File: config.mk
export PLATFORM = sky130hd
export DESIGN_NAME = windowed_relay_p_valve_control
export DESIGN_NICKNAME = d
export VERILOG_FILES = /design/src/rtl/wrpv_pkg.sv /design/src/rtl/wrpv_ctrl.sv /design/src/rtl/wrpv_datapath.sv /design/src/rtl/windowed_relay_p_valve_control.sv
export SDC_FILE = /design/constraint.sdc
export NUM_CORES = 2
export LEC_CHECK = 0
export BUFFER_PORTS_ARGS = -buffer_cell sky130_fd_sc_hd__buf_4
export CORE_ASPECT_RATIO = 1.5
export CORE_MARGIN = 3
export CORE_UTILIZATION = 55
export CTS_BUF_LIST = sky130_fd_sc_hd__clkbuf_4
export DETAILED_ROUTE_END_ITERATION = 8
export PLACE_DENSITY = 0.78
export SETUP_SLACK_MARGIN = 0.15
export SYNTH_ARGS = -nofsm -noshare
export SYNTH_HDL_FRONTEND = slang
export SYNTH_HIERARCHICAL = 1
export SYNTH_SLANG_ARGS = --single-unit
File: constraint.sdc
create_clock -name i_clk -period 18.4 [get_ports i_clk]
set_input_delay 0.92 -clock i_clk [delete_from_list [all_inputs] [get_ports i_clk]]
set_output_delay 0.92 -clock i_clk [all_outputs]
set_load 0.005 [all_outputs]
File: src/rtl/wrpv_pkg.sv
// Shared types, codes and constants of the windowed relay valve controller.
// No dependencies.
`default_nettype none

package wrpv_pkg;

    localparam int TIME_BITS = 32;
    typedef logic [TIME_BITS-1:0] t_time;

    localparam logic [15:0] WINDOW_RST   = 16'd1000;
    localparam logic [15:0] DEADBAND_RST = 16'd200;
    localparam logic [15:0] GAIN_RST     = 16'd2560;
    localparam logic [15:0] DUMP_LIMIT   = 16'd100;
    localparam logic [15:0] MIN_PULSE    = 16'd20;
    localparam logic [31:0] FULL_SCALE   = 32'd25600000;
    // FULL_SCALE = 3125 << 13
    localparam int          DIV_SHIFT    = 13;
    // floor(x / 3125) = (x * RECIP_ODD) >> RECIP_SHIFT for any 28-bit x
    localparam logic [28:0] RECIP_ODD    = 29'd351843721;
    localparam int          RECIP_SHIFT  = 40;

    typedef enum logic [1:0] {
        RELAY_NONE  = 2'd0,
        RELAY_OPEN  = 2'd1,
        RELAY_CLOSE = 2'd2
    } t_relay;

    typedef enum logic [1:0] {
        CFG_WINDOW   = 2'd0,
        CFG_DEADBAND = 2'd1,
        CFG_GAIN     = 2'd2,
        CFG_NOZZLE   = 2'd3
    } t_cfg_idx;

    typedef enum logic [2:0] {
        S_IDLE,
        S_EVAL,
        S_MUL1,
        S_MUL2,
        S_MUL3,
        S_FIN,
        S_EMIT
    } t_state;

    typedef struct packed {
        logic load;
        logic eval;
        logic mul1;
        logic mul2;
        logic mul3;
        logic fin;
        logic emit;
    } t_cmd;

    typedef struct packed {
        logic need_calc;
        logic out_free;
    } t_status;

endpackage

`default_nettype wire

File: src/rtl/wrpv_ctrl.sv
// Controller state machine of the windowed relay valve controller.
// Depends on wrpv_pkg; drives wrpv_datapath through t_cmd.
`default_nettype none

module wrpv_ctrl (
    input  wire              i_clk,
    input  wire              i_rst_n,
    input  wire              i_in_valid,
    output logic             o_in_ready,
    input  wrpv_pkg::t_status i_status,
    output wrpv_pkg::t_cmd   o_cmd
);
    import wrpv_pkg::*;

    t_state r_state;
    t_state n_state;

    always_ff @(posedge i_clk) begin
        if (!i_rst_n) begin
            r_state <= S_IDLE;
        end else begin
            r_state <= n_state;
        end
    end

    always_comb begin
        n_state = r_state;
        case (r_state)
            S_IDLE:  if (i_in_valid) n_state = S_EVAL;
            S_EVAL:  n_state = i_status.need_calc ? S_MUL1 : S_EMIT;
            S_MUL1:  n_state = S_MUL2;
            S_MUL2:  n_state = S_MUL3;
            S_MUL3:  n_state = S_FIN;
            S_FIN:   n_state = S_EMIT;
            S_EMIT:  if (i_status.out_free) n_state = S_IDLE;
            default: n_state = S_IDLE;
        endcase
    end

    always_comb begin
        o_cmd      = '0;
        o_in_ready = 1'b0;
        case (r_state)
            S_IDLE: begin
                o_in_ready = 1'b1;
                o_cmd.load = i_in_valid;
            end
            S_EVAL:  o_cmd.eval = 1'b1;
            S_MUL1:  o_cmd.mul1 = 1'b1;
            S_MUL2:  o_cmd.mul2 = 1'b1;
            S_MUL3:  o_cmd.mul3 = 1'b1;
            S_FIN:   o_cmd.fin = 1'b1;
            S_EMIT:  o_cmd.emit = i_status.out_free;
            default: o_cmd = '0;
        endcase
    end

endmodule

`default_nettype wire

File: src/rtl/wrpv_datapath.sv
// Datapath of the windowed relay valve controller: config, window state,
// gain multiplies, reciprocal divide and output register. Depends on wrpv_pkg.
`default_nettype none

module wrpv_datapath (
    input  wire               i_clk,
    input  wire               i_rst_n,
    input  wrpv_pkg::t_cmd    i_cmd,
    output wrpv_pkg::t_status o_status,
    input  wire               i_cfg_we,
    input  wire [1:0]         i_cfg_index,
    input  wire [15:0]        i_cfg_data,
    input  wire [71:0]        i_in_data,
    output logic [23:0]       o_out_data,
    output logic              o_out_valid,
    input  wire               i_out_ready
);
    import wrpv_pkg::*;

    logic [15:0] r_window;
    logic [15:0] r_deadband;
    logic [15:0] r_gain;
    logic        r_nozzle;

    t_time       r_win_begin;
    logic [15:0] r_pulse_len;
    t_relay      r_active;

    t_time       r_now;
    logic [15:0] r_pressure;
    logic [15:0] r_target;
    logic        r_enable;
    logic        r_hold;

    logic        r_rise;
    logic [15:0] r_abs_err;
    logic [31:0] r_p;
    logic [40:0] r_n;
    logic        r_sat;
    logic [15:0] r_q;

    logic [23:0] r_out_data;
    logic        r_out_valid;

    t_time       elapsed;
    logic        relay_off;
    logic        new_win;
    logic        rise;
    logic [15:0] abs_err;
    logic        dump;
    logic [56:0] quot_prod;
    logic [15:0] pulse;
    t_relay      dir_relay;
    t_relay      dump_relay;

    always_ff @(posedge i_clk) begin
        if (!i_rst_n) begin
            r_window   <= WINDOW_RST;
            r_deadband <= DEADBAND_RST;
            r_gain     <= GAIN_RST;
            r_nozzle   <= 1'b0;
        end else if (i_cfg_we) begin
            case (t_cfg_idx'(i_cfg_index))
                CFG_WINDOW:   r_window   <= i_cfg_data;
                CFG_DEADBAND: r_deadband <= i_cfg_data;
                CFG_GAIN:     r_gain     <= i_cfg_data;
                CFG_NOZZLE:   r_nozzle   <= i_cfg_data[0];
                default:      r_nozzle   <= r_nozzle;
            endcase
        end
    end

    always_ff @(posedge i_clk) begin
        if (i_cmd.load) begin
            r_now      <= t_time'(i_in_data[31:0]);
            r_pressure <= i_in_data[47:32];
            r_target   <= i_in_data[63:48];
            r_enable   <= i_in_data[64];
            r_hold     <= i_in_data[65];
        end
    end

    always_comb begin
        elapsed   = r_now - r_win_begin;
        relay_off = (r_active != RELAY_NONE) && (elapsed >= t_time'(r_pulse_len));
        new_win   = elapsed >= t_time'(r_window);
        rise      = r_target > r_pressure;
        abs_err   = rise ? (r_target - r_pressure) : (r_pressure - r_target);
        dump      = r_target < DUMP_LIMIT;
        dump_relay = r_nozzle ? RELAY_CLOSE : RELAY_OPEN;
        if (r_nozzle) begin
            dir_relay = r_rise ? RELAY_OPEN : RELAY_CLOSE;
        end else begin
            dir_relay = r_rise ? RELAY_CLOSE : RELAY_OPEN;
        end
        pulse = r_sat ? r_window : r_q;
    end

    always_comb begin
        quot_prod = r_n[40:DIV_SHIFT] * RECIP_ODD;
    end

    always_ff @(posedge i_clk) begin
        if (!i_rst_n) begin
            r_win_begin <= '0;
            r_pulse_len <= '0;
            r_active    <= RELAY_NONE;
        end else if (i_cmd.eval && !r_hold) begin
            if (relay_off) begin
                r_active <= RELAY_NONE;
            end
            if (new_win) begin
                r_win_begin <= r_now;
                r_active    <= RELAY_NONE;
                r_pulse_len <= '0;
                if (r_enable && dump) begin
                    r_pulse_len <= r_window;
                    r_active    <= dump_relay;
                end
            end
        end else if (i_cmd.fin && (pulse >= MIN_PULSE)) begin
            r_pulse_len <= pulse;
            r_active    <= dir_relay;
        end
    end

    always_ff @(posedge i_clk) begin
        if (i_cmd.eval) begin
            r_rise    <= rise;
            r_abs_err <= abs_err;
        end
        if (i_cmd.mul1) begin
            r_p <= r_gain * r_abs_err;
        end
        if (i_cmd.mul2) begin
            r_n   <= r_window * r_p[24:0];
            r_sat <= r_p >= FULL_SCALE;
        end
        if (i_cmd.mul3) begin
            r_q <= quot_prod[RECIP_SHIFT+15:RECIP_SHIFT];
        end
    end

    always_ff @(posedge i_clk) begin
        if (!i_rst_n) begin
            r_out_valid <= 1'b0;
        end else if (i_cmd.emit) begin
            r_out_valid <= 1'b1;
        end else if (i_out_ready) begin
            r_out_valid <= 1'b0;
        end
    end

    always_ff @(posedge i_clk) begin
        if (i_cmd.emit) begin
            r_out_data <= {6'b0, r_pulse_len, r_active == RELAY_CLOSE,
                           r_active == RELAY_OPEN};
        end
    end

    always_comb begin
        o_status.need_calc = !r_hold && new_win && r_enable && !dump
                             && (abs_err >= r_deadband);
        o_status.out_free  = !r_out_valid || i_out_ready;
        o_out_data         = r_out_data;
        o_out_valid        = r_out_valid;
    end

endmodule

`default_nettype wire

File: src/rtl/windowed_relay_p_valve_control.sv
// Top level of the windowed relay valve controller: controller plus datapath.
// Depends on wrpv_pkg, wrpv_ctrl and wrpv_datapath.
//
//   channel   direction  payload (low bit first)
//   s_axis    in         now_ms[31:0] pressure_mbar[47:32] target_mbar[63:48]
//                        enable[64] panel_hold[65]
//   m_axis    out        open_drive[0] close_drive[1] pulse_ms[17:2]
//   cfg       in         index 0 window, 1 deadband, 2 gain, 3 nozzle mode
//
// An item that starts no pulse computation goes from eval straight to emit; one
// that does passes three dependent multiplies: gain by error, window by that
// product, and a reciprocal multiply for the divide. Input is taken only in idle.
// Reset is synchronous and needs no clearing pass. A stalled m_axis holds the
// next result in the emit state; input ready stays low until it is stored.
`default_nettype none

module windowed_relay_p_valve_control (
    input  wire         i_clk,
    input  wire         i_rst_n,
    input  wire         s_axis_tvalid,
    output logic        s_axis_tready,
    input  wire  [71:0] s_axis_tdata,   // now_ms, pressure_mbar, target_mbar, enable, panel_hold
    output logic        m_axis_tvalid,
    input  wire         m_axis_tready,
    output logic [23:0] m_axis_tdata,   // open_drive, close_drive, pulse_ms
    input  wire         i_cfg_valid,
    output logic        o_cfg_ready,
    input  wire  [1:0]  i_cfg_index,
    input  wire  [15:0] i_cfg_data
);
    import wrpv_pkg::*;

    t_cmd    cmd;
    t_status status;

    assign o_cfg_ready = 1'b1;

    wrpv_ctrl u_ctrl (
        .i_clk      (i_clk),
        .i_rst_n    (i_rst_n),
        .i_in_valid (s_axis_tvalid),
        .o_in_ready (s_axis_tready),
        .i_status   (status),
        .o_cmd      (cmd)
    );

    wrpv_datapath u_dp (
        .i_clk       (i_clk),
        .i_rst_n     (i_rst_n),
        .i_cmd       (cmd),
        .o_status    (status),
        .i_cfg_we    (i_cfg_valid && o_cfg_ready),
        .i_cfg_index (i_cfg_index),
        .i_cfg_data  (i_cfg_data),
        .i_in_data   (s_axis_tdata),
        .o_out_data  (m_axis_tdata),
        .o_out_valid (m_axis_tvalid),
        .i_out_ready (m_axis_tready)
    );

endmodule

`default_nettype wire

==> impl_metrics.json <==
{
  "clock_latency_ns": 0.91,
  "synth_area_mm2": 0.04724,
  "crit_start": "u_dp/r_n[21]",
  "firstDrtPassIters": 9,
  "top_layer_used": "met4",
  "synth_cells": 4994,
  "synthFlopType": "edfxtp_1",
  "dieArea_mm2": 0.08951,
  "syn_area_per_cell_um2": 9.459,
  "max_freq_ghz": 0.1247,
  "cpPeakStageDelay_ns": 0.70,
  "crit_fanout": 9,
  "postCtsSetupBuffers": 0,
  "rsz0062_at_grt": "false",
  "hold_viol": 0,
  "postCtsHoldBufs": 0,
  "root_buffer": "clkbuf_4",
  "drtAntennaViolNets": 0,
  "cts_htree_levels": 3,
  "drc_errors": 5,
  "core.rowCount": 131,
  "setup_tns_ns": 0,
  "cts_tree": "yes",
  "min_period_ns": 8.020,
  "fin_nets": 6576,
  "grt_util_all_layers_pct": 27.01,
  "gp_congestion": 0.9799,
  "wl_met2_um": 61430,
  "ys_ff_latch": 281,
  "violations": "DRC",
  "met1Wirelength_um": 41280,
  "cts_resized": 0,
  "detailed_place_hpwl_um": 95780,
  "grt_max_degree": 67,
  "cp-end-kind": "flip-flop",
  "totalWireLength_um": 117000,
  "clock_sinks": 281,
  "cts_buffers": 69,
  "viasPerCell": 5.534,
  "synth_edf_count": 178,
  "cap_violations": 0,
  "antenna_found_initial": 2,
  "min_from": "s_axis_tdata[13]",
  "cp_slowest_cell": "fa_1",
  "path_clk_slew_ns": 0.07,
  "clock_path_buffers": 3,
  "cp_cell_sequence": "fa_1 > fa_1 > fa_1 > inv_1 > fa_1 > inv_1 > fa_1 > fa_1 > inv_1 > fa_1 > inv_1 > ha_1 > a211oi_1 > nand2_1 > a2111oi_0 > o21ai_0 > a31oi_1 > o211ai_1 > a31oi_1 > nand2b_1 > a21oi_1 > xnor2_1",
  "route.met3.wl_um": 6060,
  "critPathRequiredTime_ns": 19.01,
  "worst_slew_pin_slew_ns": 1.246,
  "core_area_mm2": 0.08507,
  "synth-seq-area-share_pct": 15.68,
  "relSlewSlack_pct": 16.56,
  "drive_gt1_share_pct": 6.113,
  "portBuffers": 108,
  "status": "finished, violations left",
  "die_y_um": 364.9,
  "grt_first_pass_wirelength_um": 189900,
  "fp.dieW_um": 245.3,
  "overflow": 0,
  "grt_pass1_vias": 37750,
  "routedWlPerCell_um": 18.75,
  "setup_violations": 0,
  "cp.arrival_ns": 8.63,
  "io_pins": 122,
  "synth_async_sr_flop_share_pct": 0,
  "worstRegToRegCells": 22,
  "floorplan.initialDensity_pct": 55.53,
  "drt_iter0_drc": 2023,
  "r2r-start": "u_dp/r_n[21]",
  "worstHoldPathCells": 1,
  "vias": 34520,
  "slew_violations": 0,
  "area_growth_pct": 6.100,
  "period_share_pct": 43.59,
  "hp-class": "primary input to flip-flop",
  "skew_ns": 0.09393,
  "cp-start-kind": "flip-flop",
  "path_common_cell": "fa_1",
  "yosys_warnings": 6,
  "synth.distinct_cells": 91,
  "crit_type": "flip-flop to flip-flop"
}
==> cell type report <==
class	instances	area [µm²]
Antenna cell	4	10.01
Clock buffer	96	720.7
Clock inverter	29	276.5
Fill cell	7061	34950
Inverter	1206	4527
Multi-Input combinational cell	3342	34640
Sequential cell	281	7407
Tap cell	1130	1414
Timing Repair Buffer	150	1126
==> cells in the mapped netlist (6+ instances only) <==
| cell | n | area, µm² |
|---|---|---|
| a222oi_1 | 16 | 160.2 |
| o21a_1 | 26 | 195.2 |
| inv_1 | 1205 | 4523 |
| nand3b_1 | 6 | 45.04 |
| buf_4 | 16 | 120.1 |
| clkbuf_1 | 144 | 540.5 |
| a21oi_1 | 198 | 991.0 |
| a311oi_1 | 18 | 157.7 |
| nand3_1 | 46 | 230.2 |
| xnor2_1 | 70 | 613.1 |
| a21o_1 | 60 | 450.4 |
| a2111oi_0 | 12 | 105.1 |
| o21ai_1 | 6 | 30.03 |
| and2_1 | 294 | 1839 |
| and3_1 | 11 | 68.82 |
| o211ai_1 | 23 | 172.7 |
| o21bai_1 | 13 | 97.59 |
| o21ai_0 | 67 | 335.3 |
| mux2i_1 | 12 | 120.1 |
| nand2b_1 | 16 | 100.1 |
| a41oi_1 | 6 | 52.55 |
| nand4_1 | 21 | 131.4 |
| nand2_1 | 624 | 2342 |
| nor4_1 | 16 | 100.1 |
| xor2_1 | 32 | 280.3 |
| nor3_1 | 32 | 160.2 |
| buf_2 | 7 | 35.03 |
| a211oi_1 | 14 | 105.1 |
| or2_2 | 10 | 62.56 |
| fa_1 | 803 | 16080 |
| a21boi_0 | 8 | 60.06 |
| nor2_1 | 100 | 375.4 |
| dfxtp_1 | 103 | 2062 |
| or3_1 | 9 | 56.30 |
| edfxtp_1 | 178 | 5345 |
| a31oi_1 | 14 | 87.58 |
| nor2b_1 | 22 | 137.6 |
| ha_1 | 628 | 7858 |
==> critical path: cells and delay by family, from the launching register on <==
family	cells	cell delay, ns
AOI/OAI and AO/OA	7	2.45
xor gates and xnor gates	1	0.09
adders and majority gates	8	4.03
buffers and inverters	4	0.20
DFF	1	0.64
and+or+nand+nor	2	0.30
==> state kept, by name, summed over array words and instances, names as in the netlist, 2 cells and up <==
name and cells:
u_dp/r_deadband 16, u_dp/r_abs_err 16, u_dp/r_pulse_len 16, u_dp/r_p 32, u_dp/r_window 16, u_dp/r_active 2
u_dp/r_gain 16, u_dp/o_out_data 18, u_dp/r_now 32, u_dp/r_q 16, u_dp/r_target 16, u_dp/r_win_begin 32
u_dp/r_n 28, u_ctrl/r_state 3, u_dp/r_pressure 16
==> path summary, 6_finish.rpt <==
path	to	slack [ns]
max	u_dp/r_q[14]	10.38
min	u_dp/r_now[13]	0.19
max reg2reg	u_dp/r_q[14]	10.38
min reg2reg	u_dp/o_out_data[8]	0.43
==> cell usage in the layout (no fill, tap or decap), types with 96 or more instances in the layout <==
master and n:
nor2_1 97, nand2_1 624, edfxtp_1 178, fa_1 803
ha_1 628, a21oi_1 198, inv_1 1205, and2_1 293
clkbuf_4 96, dfxtp_1 103, buf_4 150
==> through the flow <==
stage / setup slack [ns] / area, µm² / instances / hold slack, ns / utilization [%]
final: 10.38 / 50120 / 6238 / 0.1881 / 58.92
after global routing: 10.17 / 50120 / 6238 / 0.08341 / 58.92
after CTS: 10.38 / 50110 / 6234 / 0.09385 / 58.91
after detailed placement: 10.46 / 49110 / 6109 / 0.4166 / 57.73
after global placement: 10.68 / 49110 / 6109 / 0.4129 / 57.73
after floorplan: 11.79 / 47260 / 4999 / 0.4082 / -
==> logic make-up (layout without fill, tap and decap cells) <==
group	after synthesis	in the layout	synth area share (%)
fa+ha+maj	1431	1431	50.66
flops	281	281	15.68
compound gates	552	552	7.816
xor+xnor	102	102	1.891
simple gates	1235	1235	12.51
other cells	2	11	0.01590
buf+inv	1376	1481	11.10
mux	15	15	0.3258
==> routing by layer <==
layer / vias up / track usage (%)
li1: 15700 / -
met1: 17160 / 28.92
met2: 1218 / 50.08
met3: 448 / 3.897
met4: 0 / 16.35
met5: - / 0
Power is not shown: default switching activity piles up to over one toggle a cycle in this logic, so the estimate is an artifact.
